$ cat config.mk
export PLATFORM = sky130hd
export DESIGN_NAME = grid_neighbor_cell_enumerator_top
export DESIGN_NICKNAME = d
export VERILOG_FILES = /design/src/gnce_pkg.sv /design/src/grid_neighbor_cell_enumerator_top.sv /design/src/gnce_div_pipe.sv /design/src/gnce_walk.sv
export SDC_FILE = /design/constraint.sdc
export NUM_CORES = 2
export LEC_CHECK = 0
export BUFFER_PORTS_ARGS = -buffer_cell sky130_fd_sc_hd__buf_2
export CAP_MARGIN = 20
export CORE_ASPECT_RATIO = 1.1
export CORE_UTILIZATION = 40
export CTS_BUF_LIST = sky130_fd_sc_hd__clkbuf_2 sky130_fd_sc_hd__clkbuf_4 sky130_fd_sc_hd__clkbuf_8
export CTS_CLUSTER_DIAMETER = 80
export DETAILED_ROUTE_END_ITERATION = 10
export PLACE_DENSITY_LB_ADDON = 0.15
export SLEW_MARGIN = 25
export SYNTH_ARGS = -nofsm -noshare
export SYNTH_HDL_FRONTEND = slang
export SYNTH_SLANG_ARGS = --single-unit
$ cat constraint.sdc
create_clock -name clock -period 6.6 [get_ports clock]
set_input_delay 0.66 -clock clock [delete_from_list [all_inputs] [get_ports clock]]
set_output_delay 0.66 -clock clock [all_outputs]
set_load 0.005 [all_outputs]
$ cat src/gnce_pkg.sv
// Shared package for the cubic grid neighbour enumerator.
// Holds field widths, the register map and the offset code type.
// No dependencies.
package gnce_pkg;

   // Field widths fixed by the interface
   localparam int INDEX_W      = 18;
   localparam int TDATA_W      = 24;
   localparam int SIDE_CFG_W   = 7;
   localparam int CSR_DATA_W   = 32;
   localparam int CSR_ADDR_W   = 1;

   // Largest side the register can hold, and the default saturation point
   localparam int SIDE_CFG_MAX = (1 << SIDE_CFG_W) - 1;
   localparam int MAX_SIDE_DEF = 64;

   // Reset value of the side register
   localparam logic [SIDE_CFG_W-1:0] GRID_SIDE_RESET = SIDE_CFG_W'(8);

   // Register map (byte addresses)
   localparam logic [CSR_ADDR_W-1:0] ADDR_GRID_SIDE = CSR_ADDR_W'(0);

   // Per-axis offset code: -1, 0, +1
   typedef enum logic [1:0] {
      OFS_NEG  = 2'd0,
      OFS_ZERO = 2'd1,
      OFS_POS  = 2'd2
   } gnce_offset_type;

endpackage

$ cat src/grid_neighbor_cell_enumerator_top.sv
// Top level of the cubic grid neighbour enumerator: side register, front stage,
// two divider pipelines and the neighbour walker.
// Depends on gnce_pkg, gnce_div_pipe and gnce_walk.
//
//   channel   direction  carries
//   req_      in         cell word: tdata[17:0] cell_index
//   rsp_      out        neighbour word: tdata[17:0] neighbor_index, tlast last_neighbor
//   csr_      in/out     APB register port, grid_side at byte address 0
//
// The walker steps a cell's offsets in order from (-1,-1,-1) up to its last in-grid
// neighbour, at most 27 of them; a cell with no neighbours gives no word. The walker bounds
// the rate; the front stage and 18-stage dividers accept a word every cycle unless stalled.
// Leading offsets that miss the grid delay a cell's first rsp_ word.
// Reset is synchronous; it empties every stage and sets grid_side to 8.
// A stall on rsp_ holds the result register and backs up through the pipeline.
module grid_neighbor_cell_enumerator_top #(
   parameter int MAX_SIDE = gnce_pkg::MAX_SIDE_DEF
) (
   input  logic                            clock,
   input  logic                            reset,
   // cell word: [17:0] cell_index
   input  logic                            req_tvalid,
   output logic                            req_tready,
   input  logic [gnce_pkg::TDATA_W-1:0]    req_tdata,
   // neighbour word: [17:0] neighbor_index
   output logic                            rsp_tvalid,
   input  logic                            rsp_tready,
   output logic [gnce_pkg::TDATA_W-1:0]    rsp_tdata,
   output logic                            rsp_tlast,
   input  logic                            csr_psel,
   input  logic                            csr_penable,
   input  logic                            csr_pwrite,
   input  logic [gnce_pkg::CSR_ADDR_W-1:0] csr_paddr,
   input  logic [gnce_pkg::CSR_DATA_W-1:0] csr_pwdata,
   output logic [gnce_pkg::CSR_DATA_W-1:0] csr_prdata,
   output logic                            csr_pready
);

   localparam int IW      = gnce_pkg::INDEX_W;
   localparam int EFF_MAX = (MAX_SIDE < gnce_pkg::SIDE_CFG_MAX) ? MAX_SIDE
                                                                : gnce_pkg::SIDE_CFG_MAX;
   localparam int SW      = $clog2(EFF_MAX + 1);
   localparam int CW      = $clog2(EFF_MAX);
   localparam int PW1     = IW + 3 * SW;
   localparam int PW2     = PW1 + CW;

   logic [gnce_pkg::SIDE_CFG_W-1:0] grid_side_ff, grid_side_in;
   logic                            csr_write;

   logic          s0_valid_ff, s0_valid_in;
   logic [IW-1:0] s0_idx_ff;
   logic [SW-1:0] s0_side_ff, side_sat;
   logic [2*SW-1:0] s0_sq;

   logic           d1_in_ready, d1_valid, d1_ready;
   logic [IW-1:0]  d1_quot;
   logic [SW-1:0]  d1_rem;
   logic [PW1-1:0] d1_pay;

   logic           d2_valid, d2_ready;
   logic [IW-1:0]  d2_quot;
   logic [SW-1:0]  d2_rem;
   logic [PW2-1:0] d2_pay;

   logic [SW-1:0]   w_side;
   logic [2*SW-1:0] w_sq;
   logic [IW-1:0]   w_idx;
   logic [CW-1:0]   w_x;
   logic            w_empty;
   logic [IW-1:0]   w_rsp_index;

   // Register port: write on the access cycle, read back the side
   always_comb begin
      csr_write    = csr_psel && csr_penable && csr_pwrite && csr_pready;
      grid_side_in = grid_side_ff;
      if (csr_write && (csr_paddr == gnce_pkg::ADDR_GRID_SIDE)) begin
         grid_side_in = csr_pwdata[gnce_pkg::SIDE_CFG_W-1:0];
      end
      csr_prdata = '0;
      if (csr_paddr == gnce_pkg::ADDR_GRID_SIDE) begin
         csr_prdata = gnce_pkg::CSR_DATA_W'(grid_side_ff);
      end
   end

   assign csr_pready = 1'b1;

   always_ff @(posedge clock) begin
      if (reset) begin
         grid_side_ff <= gnce_pkg::GRID_SIDE_RESET;
      end else begin
         grid_side_ff <= grid_side_in;
      end
   end

   // Front stage: capture the index with the saturated side
   always_comb begin
      side_sat    = (grid_side_ff > gnce_pkg::SIDE_CFG_W'(EFF_MAX)) ? SW'(EFF_MAX)
                                                                      : SW'(grid_side_ff);
      req_tready  = !s0_valid_ff || d1_in_ready;
      s0_valid_in = req_tready ? req_tvalid : s0_valid_ff;
      s0_sq       = (2*SW)'(s0_side_ff) * (2*SW)'(s0_side_ff);
   end

   always_ff @(posedge clock) begin
      if (reset) begin
         s0_valid_ff <= 1'b0;
      end else begin
         s0_valid_ff <= s0_valid_in;
      end
   end

   always_ff @(posedge clock) begin
      if (req_tready && req_tvalid) begin
         s0_idx_ff  <= req_tdata[IW-1:0];
         s0_side_ff <= side_sat;
      end
   end

   // index / side: remainder is x
   gnce_div_pipe #(.DW(IW), .SW(SW), .PW(PW1)) u_div_x (
      .clock         (clock),
      .reset         (reset),
      .in_valid      (s0_valid_ff),
      .in_ready      (d1_in_ready),
      .in_dividend   (s0_idx_ff),
      .in_divisor    (s0_side_ff),
      .in_payload    ({s0_idx_ff, s0_sq, s0_side_ff}),
      .out_valid     (d1_valid),
      .out_ready     (d1_ready),
      .out_quotient  (d1_quot),
      .out_remainder (d1_rem),
      .out_payload   (d1_pay)
   );

   // (index / side) / side: remainder is y, quotient is z
   gnce_div_pipe #(.DW(IW), .SW(SW), .PW(PW2)) u_div_yz (
      .clock         (clock),
      .reset         (reset),
      .in_valid      (d1_valid),
      .in_ready      (d1_ready),
      .in_dividend   (d1_quot),
      .in_divisor    (d1_pay[SW-1:0]),
      .in_payload    ({CW'(d1_rem), d1_pay}),
      .out_valid     (d2_valid),
      .out_ready     (d2_ready),
      .out_quotient  (d2_quot),
      .out_remainder (d2_rem),
      .out_payload   (d2_pay)
   );

   // Unpack and drop cells outside the grid or on a degenerate side
   always_comb begin
      w_side  = d2_pay[SW-1:0];
      w_sq    = d2_pay[3*SW-1:SW];
      w_idx   = d2_pay[PW1-1:3*SW];
      w_x     = d2_pay[PW2-1:PW1];
      w_empty = (w_side < SW'(2)) || (d2_quot >= IW'(w_side));
   end

   gnce_walk #(.SW(SW), .CW(CW)) u_walk (
      .clock      (clock),
      .reset      (reset),
      .cell_valid (d2_valid),
      .cell_ready (d2_ready),
      .cell_index (w_idx),
      .cell_sq    (w_sq),
      .cell_side  (w_side),
      .cell_x     (w_x),
      .cell_y     (CW'(d2_rem)),
      .cell_z     (CW'(d2_quot)),
      .cell_empty (w_empty),
      .rsp_valid  (rsp_tvalid),
      .rsp_ready  (rsp_tready),
      .rsp_index  (w_rsp_index),
      .rsp_last   (rsp_tlast)
   );

   assign rsp_tdata = {{(gnce_pkg::TDATA_W - IW){1'b0}}, w_rsp_index};

endmodule

$ cat src/gnce_div_pipe.sv
// Pipelined restoring divider: one quotient bit per register stage.
// Carries an opaque payload alongside each word; stages collapse bubbles.
// Depends on nothing but its parameters.
module gnce_div_pipe #(
   parameter int DW = 18,
   parameter int SW = 7,
   parameter int PW = 8
) (
   input  logic          clock,
   input  logic          reset,
   input  logic          in_valid,
   output logic          in_ready,
   input  logic [DW-1:0] in_dividend,
   input  logic [SW-1:0] in_divisor,
   input  logic [PW-1:0] in_payload,
   output logic          out_valid,
   input  logic          out_ready,
   output logic [DW-1:0] out_quotient,
   output logic [SW-1:0] out_remainder,
   output logic [PW-1:0] out_payload
);

   logic [DW-1:0] valid_ff;
   logic [DW-1:0] stage_ready;
   logic [DW-1:0] src_valid;
   logic [DW-1:0] dvd_ff [DW];
   logic [SW-1:0] rem_ff [DW];
   logic [SW-1:0] dvs_ff [DW];
   logic [PW-1:0] pay_ff [DW];
   logic [DW-1:0] dvd_in [DW];
   logic [SW-1:0] rem_in [DW];
   logic [SW-1:0] dvs_in [DW];
   logic [PW-1:0] pay_in [DW];

   // Ready ripples back from the output: a stage moves when empty or draining
   for (genvar g = 0; g < DW; g++) begin : g_ready
      if (g == DW - 1) begin : g_last
         assign stage_ready[g] = !valid_ff[g] || out_ready;
      end else begin : g_mid
         assign stage_ready[g] = !valid_ff[g] || stage_ready[g+1];
      end
   end

   // One trial subtraction per stage; dividend bits shift out, quotient bits in
   always_comb begin
      logic [SW:0]   trial;
      logic [SW:0]   diff;
      logic          fits;
      logic [DW-1:0] s_dvd;
      logic [SW-1:0] s_rem;
      logic [SW-1:0] s_dvs;
      for (int i = 0; i < DW; i++) begin
         if (i == 0) begin
            src_valid[i] = in_valid;
            s_dvd        = in_dividend;
            s_rem        = '0;
            s_dvs        = in_divisor;
            pay_in[i]    = in_payload;
         end else begin
            src_valid[i] = valid_ff[i-1];
            s_dvd        = dvd_ff[i-1];
            s_rem        = rem_ff[i-1];
            s_dvs        = dvs_ff[i-1];
            pay_in[i]    = pay_ff[i-1];
         end
         trial     = {s_rem, s_dvd[DW-1]};
         diff      = trial - {1'b0, s_dvs};
         fits      = trial >= {1'b0, s_dvs};
         rem_in[i] = fits ? diff[SW-1:0] : trial[SW-1:0];
         dvd_in[i] = {s_dvd[DW-2:0], fits};
         dvs_in[i] = s_dvs;
      end
   end

   // Stage valid bits
   always_ff @(posedge clock) begin
      if (reset) begin
         valid_ff <= '0;
      end else begin
         for (int i = 0; i < DW; i++) begin
            if (stage_ready[i]) begin
               valid_ff[i] <= src_valid[i];
            end
         end
      end
   end

   // Stage payload: load only when a word moves in
   always_ff @(posedge clock) begin
      for (int i = 0; i < DW; i++) begin
         if (stage_ready[i] && src_valid[i]) begin
            dvd_ff[i] <= dvd_in[i];
            rem_ff[i] <= rem_in[i];
            dvs_ff[i] <= dvs_in[i];
            pay_ff[i] <= pay_in[i];
         end
      end
   end

   assign in_ready      = stage_ready[0];
   assign out_valid     = valid_ff[DW-1];
   assign out_quotient  = dvd_ff[DW-1];
   assign out_remainder = rem_ff[DW-1];
   assign out_payload   = pay_ff[DW-1];

endmodule

$ cat src/gnce_walk.sv
// Neighbour walker: steps one cell's offsets in walk order, one per cycle unless stalled,
// up to its last in-grid neighbour, and drives the result register. Depends on gnce_pkg.
module gnce_walk #(
   parameter int SW = 7,
   parameter int CW = 6
) (
   input  logic                         clock,
   input  logic                         reset,
   input  logic                         cell_valid,
   output logic                         cell_ready,
   input  logic [gnce_pkg::INDEX_W-1:0] cell_index,
   input  logic [2*SW-1:0]              cell_sq,
   input  logic [SW-1:0]                cell_side,
   input  logic [CW-1:0]                cell_x,
   input  logic [CW-1:0]                cell_y,
   input  logic [CW-1:0]                cell_z,
   input  logic                         cell_empty,
   output logic                         rsp_valid,
   input  logic                         rsp_ready,
   output logic [gnce_pkg::INDEX_W-1:0] rsp_index,
   output logic                         rsp_last
);

   localparam int IW = gnce_pkg::INDEX_W;

   logic                      busy_ff, busy_in;
   logic [IW-1:0]             idx_ff;
   logic [2*SW-1:0]           sq_ff;
   logic [SW-1:0]             side_ff;
   logic [CW-1:0]             x_ff, y_ff, z_ff;
   gnce_pkg::gnce_offset_type cx_ff, cy_ff, cz_ff, cx_in, cy_in, cz_in;
   gnce_pkg::gnce_offset_type lx_ff, ly_ff, lz_ff, lx_in, ly_in, lz_in;
   logic                      out_valid_ff, out_valid_in;
   logic [IW-1:0]             out_index_ff, out_index_in;
   logic                      out_last_ff;

   logic slot_free, step, at_last, centre, inside_grid, emit, load;

   // Is coordinate plus offset still inside the grid
   function automatic logic axis_ok(input gnce_pkg::gnce_offset_type code,
                                    input logic [CW-1:0] c, input logic [SW-1:0] s);
      logic [SW:0] up;
      up = (SW+1)'(c) + (SW+1)'(1);
      case (code)
         gnce_pkg::OFS_NEG:  return c != '0;
         gnce_pkg::OFS_ZERO: return 1'b1;
         gnce_pkg::OFS_POS:  return up < (SW+1)'(s);
         default:            return 1'b0;
      endcase
   endfunction

   // Largest offset along an axis that stays inside
   function automatic gnce_pkg::gnce_offset_type top_code(input logic [CW-1:0] c,
                                                          input logic [SW-1:0] s);
      logic [SW:0] up;
      up = (SW+1)'(c) + (SW+1)'(1);
      return (up < (SW+1)'(s)) ? gnce_pkg::OFS_POS : gnce_pkg::OFS_ZERO;
   endfunction

   // Signed step along an axis, modulo 2^IW
   function automatic logic [IW-1:0] term(input gnce_pkg::gnce_offset_type code,
                                          input logic [IW-1:0] mag);
      case (code)
         gnce_pkg::OFS_NEG: return IW'(0) - mag;
         gnce_pkg::OFS_POS: return mag;
         default:           return '0;
      endcase
   endfunction

   function automatic gnce_pkg::gnce_offset_type next_code(
      input gnce_pkg::gnce_offset_type code);
      case (code)
         gnce_pkg::OFS_NEG:  return gnce_pkg::OFS_ZERO;
         gnce_pkg::OFS_ZERO: return gnce_pkg::OFS_POS;
         default:            return gnce_pkg::OFS_NEG;
      endcase
   endfunction

   // Step control and offset counters
   always_comb begin
      slot_free   = !out_valid_ff || rsp_ready;
      step        = busy_ff && slot_free;
      at_last     = (cx_ff == lx_ff) && (cy_ff == ly_ff) && (cz_ff == lz_ff);
      centre      = (cx_ff == gnce_pkg::OFS_ZERO) && (cy_ff == gnce_pkg::OFS_ZERO) &&
                    (cz_ff == gnce_pkg::OFS_ZERO);
      inside_grid = axis_ok(cx_ff, x_ff, side_ff) && axis_ok(cy_ff, y_ff, side_ff) &&
                    axis_ok(cz_ff, z_ff, side_ff);
      emit        = step && inside_grid && !centre;
      cell_ready  = !busy_ff || (step && at_last);
      load        = cell_valid && cell_ready && !cell_empty;

      // last neighbour in walk order; if that is the centre, fall back one z step
      lx_in = top_code(cell_x, cell_side);
      ly_in = top_code(cell_y, cell_side);
      lz_in = top_code(cell_z, cell_side);
      if ((lx_in == gnce_pkg::OFS_ZERO) && (ly_in == gnce_pkg::OFS_ZERO) &&
          (lz_in == gnce_pkg::OFS_ZERO)) begin
         lz_in = gnce_pkg::OFS_NEG;
      end

      // advance z fastest, carry into y then x
      cz_in = cz_ff;
      cy_in = cy_ff;
      cx_in = cx_ff;
      if (load) begin
         cz_in = gnce_pkg::OFS_NEG;
         cy_in = gnce_pkg::OFS_NEG;
         cx_in = gnce_pkg::OFS_NEG;
      end else if (step) begin
         cz_in = next_code(cz_ff);
         if (cz_ff == gnce_pkg::OFS_POS) begin
            cy_in = next_code(cy_ff);
            if (cy_ff == gnce_pkg::OFS_POS) begin
               cx_in = next_code(cx_ff);
            end
         end
      end

      busy_in = busy_ff;
      if (load) begin
         busy_in = 1'b1;
      end else if (step && at_last) begin
         busy_in = 1'b0;
      end

      // result register: fill on emit, drain when taken
      out_index_in = idx_ff + term(cx_ff, IW'(1)) + term(cy_ff, IW'(side_ff)) +
                     term(cz_ff, IW'(sq_ff));
      out_valid_in = out_valid_ff;
      if (emit) begin
         out_valid_in = 1'b1;
      end else if (rsp_ready) begin
         out_valid_in = 1'b0;
      end
   end

   // Control registers
   always_ff @(posedge clock) begin
      if (reset) begin
         busy_ff      <= 1'b0;
         out_valid_ff <= 1'b0;
      end else begin
         busy_ff      <= busy_in;
         out_valid_ff <= out_valid_in;
      end
   end

   // Cell and counter registers
   always_ff @(posedge clock) begin
      cx_ff <= cx_in;
      cy_ff <= cy_in;
      cz_ff <= cz_in;
      if (load) begin
         idx_ff  <= cell_index;
         sq_ff   <= cell_sq;
         side_ff <= cell_side;
         x_ff    <= cell_x;
         y_ff    <= cell_y;
         z_ff    <= cell_z;
         lx_ff   <= lx_in;
         ly_ff   <= ly_in;
         lz_ff   <= lz_in;
      end
      if (emit) begin
         out_index_ff <= out_index_in;
         out_last_ff  <= at_last;
      end
   end

   assign rsp_valid = out_valid_ff;
   assign rsp_index = out_index_ff;
   assign rsp_last  = out_last_ff;

endmodule

==> qor.yml <==
clock_network:
  clock-root-buffer: "clkbuf_8"
  cts.sinks: 2342
  insertion_delay_ns: 1.04
  numCtsBuffers: 389
  cts.path.max_buffers: 4
  cts_tree: "built"
  htreeDepth: 5
  clkSlewWorstSetupHoldPaths_ns: 0.06
synthesis:
  synth_edf_count: 2290
  synth_ff_type: "edfxtp_1"
  synth_warnings: 0
  ys_types: 72
  ys_ff_latch: 2342
  synth_common_cells: "edfxtp_1, inv_1, ha_1, o21ai_0, nor2_1"
  synthesis.area_sq_um: 87900
  synth_top_area_share: 0.782
  synth_most_common_cell: "edfxtp_1"
  ys_seq_area_frac: 0.794
  syn_avg_cell_area_sq_um: 17.4
  synth_area_leaders: "edfxtp_1, ha_1, inv_1"
  async_flop_share: 0
  yosys.area.top_type: "edfxtp_1"
  synth_cells: 5040
power_and_ir_drop:
  power_density_nw_per_um2: 288
  irDropWorstVdd_mv: 0.208
  p_leak_nw: 34.9
finish:
  fin_util: 0.457
  fillers: 18757
  area_delta_synth_final_pct: 13.6
  nNetsFinal: 5999
  finalNonFillerCells: 8701
  drive_gt1_frac: 0.132
placement:
  place_inst: 8003
  port-buffer-count: 60
  gp_congestion: 0.815
  post-place-ws_ns: 1.66
  hpwl_um: 92900
global_route:
  grt_pass1_vias: 42574
  grt_antenna_before_repair: 3
  grt_start_max_net_pins: 69
  grt_pass1_wl_um: 217000
  grt_usage: 0.123
  grt-ovfl-total: 0
floorplan:
  start_util: 0.402
  core_sq_um: 218000
  io_pins: 124
  row_count: 180
  fp.dieH_um: 494
  fp.dieW_um: 449
  dieArea_sq_um: 222000
sta:
  fin_ws_ns: 1.68
  hold_violations: 0
  worstMarginPinSlew_ns: 0.938
  post-route-period-util: 0.746
  slew_violations: 0
  worst_clock_skew_ns: 0.0803
  setup_viol_count_final: 0
  min_period_ns: 4.92
  fmax_ghz: 0.203
  holdWs_ns: 0.341
  slew_headroom: 0.373
  rsz0062_at_grt: "no"
critical_path:
  cp.required_ns: 7.33
  crit_start: "u_walk.side_ff[0]$_DFFE_PP_"
  startpoint_type: "register"
  worstPathMaxFanout: 9
  reg2reg_slack_ns: 1.68
  arrival_ns: 5.65
  end_kind: "register"
  r2r_start: "u_walk.side_ff[0]$_DFFE_PP_"
  rr_worst_depth: 15
  path_class: "register to register"
drt:
  drtIter0Drc: 1951
  drc_errors: 0
  routed-wl-met3_um: 5720
  wl_met2_um: 75900
  wire_per_inst_um: 15.6
  antenna_left: 0
  first_pass_iters: 5
  vias_per_cell: 4.58
  routed_wl_um: 136000
  m1WireLength_um: 48500
  topRoutingLayerUsed: "met4"
  vias: 39826
flow_run:
  cap_violations: 0
outcome:
  outcome: "finished clean"
hold_path:
  hp-class: "primary input to register"
  holdPathStages: 4
  min_from: "csr_pwrite"
==> critical path, stage by stage, from the launching register on <==
cell and delay [ns]:
edfxtp_1 0.61, inv_1 0.15, ha_1 0.28, or3_1 0.31
a21oi_1 0.19, fa_1 0.47, fa_1 0.47, ha_1 0.36
nor2b_1 0.15, o21a_1 0.19, a31o_2 0.29, o41ai_4 0.29
o21ai_1 0.16, o311ai_1 0.40, o221ai_1 0.19, xnor2_1 0.16
==> stage by stage <==
| step | power [W] | TNS (ns) | area [sq um] |
|---|---|---|---|
| 2_1_floorplan | 0.0169 | -59.35 | 88000 |
| 3_3_place_gp | 0.0170 | 0 | 92200 |
| 3_5_place_dp | 0.0170 | 0 | 92200 |
| 4_1_cts | 0.0293 | 0 | 99800 |
| 5_1_grt | 0.0300 | 0 | 99800 |
| 6_report | 0.0288 | 0 | 99800 |
==> cell type report <==
class | instances | area [sq um] | area share
Timing Repair Buffer | 139 | 988 | 0.00990
Antenna cell | 2 | 5.00 | 0.0000501
Tap cell | 2912 | 3640 | 0.0365
Clock inverter | 127 | 786 | 0.00787
Multi-Input combinational cell | 2170 | 16300 | 0.163
Clock buffer | 536 | 6530 | 0.0654
Inverter | 473 | 1780 | 0.0178
Sequential cell | 2342 | 69800 | 0.699
==> final timing paths <==
kind | end
max reg2reg | u_walk.rsp_index[17]$_DFFE_PP_
max | u_walk.rsp_index[17]$_DFFE_PP_
min | grid_side_ff[2]$_SDFFE_PP0P_
min reg2reg | u_div_yz.dvd_ff[16][4]$_DFFE_PP_
==> layer usage <==
layer | vias to the layer above | GRT usage
met5 | - | 0
met4 | 0 | 0.0609
met3 | 328 | 0.0306
met2 | 696 | 0.241
met1 | 19177 | 0.118
li1 | 19625 | -
==> flip-flops by register name (all words and copies together) (netlist names), 24 cells and up <==
name	cells
u_div_x.dvd_ff	307
u_div_yz.dvd_ff	324
u_div_yz.pay_ff	756
u_div_x.rem_ff	125
u_div_x.dvs_ff	24
u_div_yz.rem_ff	125
u_div_x.pay_ff	506
==> placed cells by master, fill, tap and decap left out, drive strengths merged, types with 89 or more instances in the layout <==
master  netlist  routed
buf          40     106
a21oi       161     161
nor2b       101     101
nand2       202     202
clkbuf       45     536
xor2         89      89
clkinv        8     119
ha          339     339
o21ai       285     285
inv         465     468
edfxtp     2290    2290
nor2        256     256
==> where the power goes <==
group | internal (W) | switching [W] | total (W)
Sequential | 0.0162 | 0.0000386 | 0.0162
Combinational | 0.000223 | 0.000276 | 0.000499
Clock | 0.00669 | 0.00533 | 0.0120
==> kinds of logic (layout without fill, tap and decap cells) <==
group | after synthesis | after routing | synth area share
flip-flops | 2342 | 2342 | 0.794
AND/OR/NAND/NOR | 842 | 842 | 0.0466
AO/OA/AOI/OAI | 669 | 669 | 0.0455
buffers and inverters | 558 | 1275 | 0.0254
adder cells (fa/ha/maj) | 420 | 420 | 0.0667
XOR/XNOR | 176 | 176 | 0.0175
multiplexers | 31 | 31 | 0.00377
other | 2 | 34 | 0.0000855
==> repair_timing <==
| action | 4_1_cts | 5_1_grt |
|---|---|---|
| setup buffers | 0 | 0 |
| hold buffers | 33 | 0 |
| resized for setup | 0 | 0 |
| hold endpoints to repair | 28 | 0 |
(Power assumes the default switching activity.)
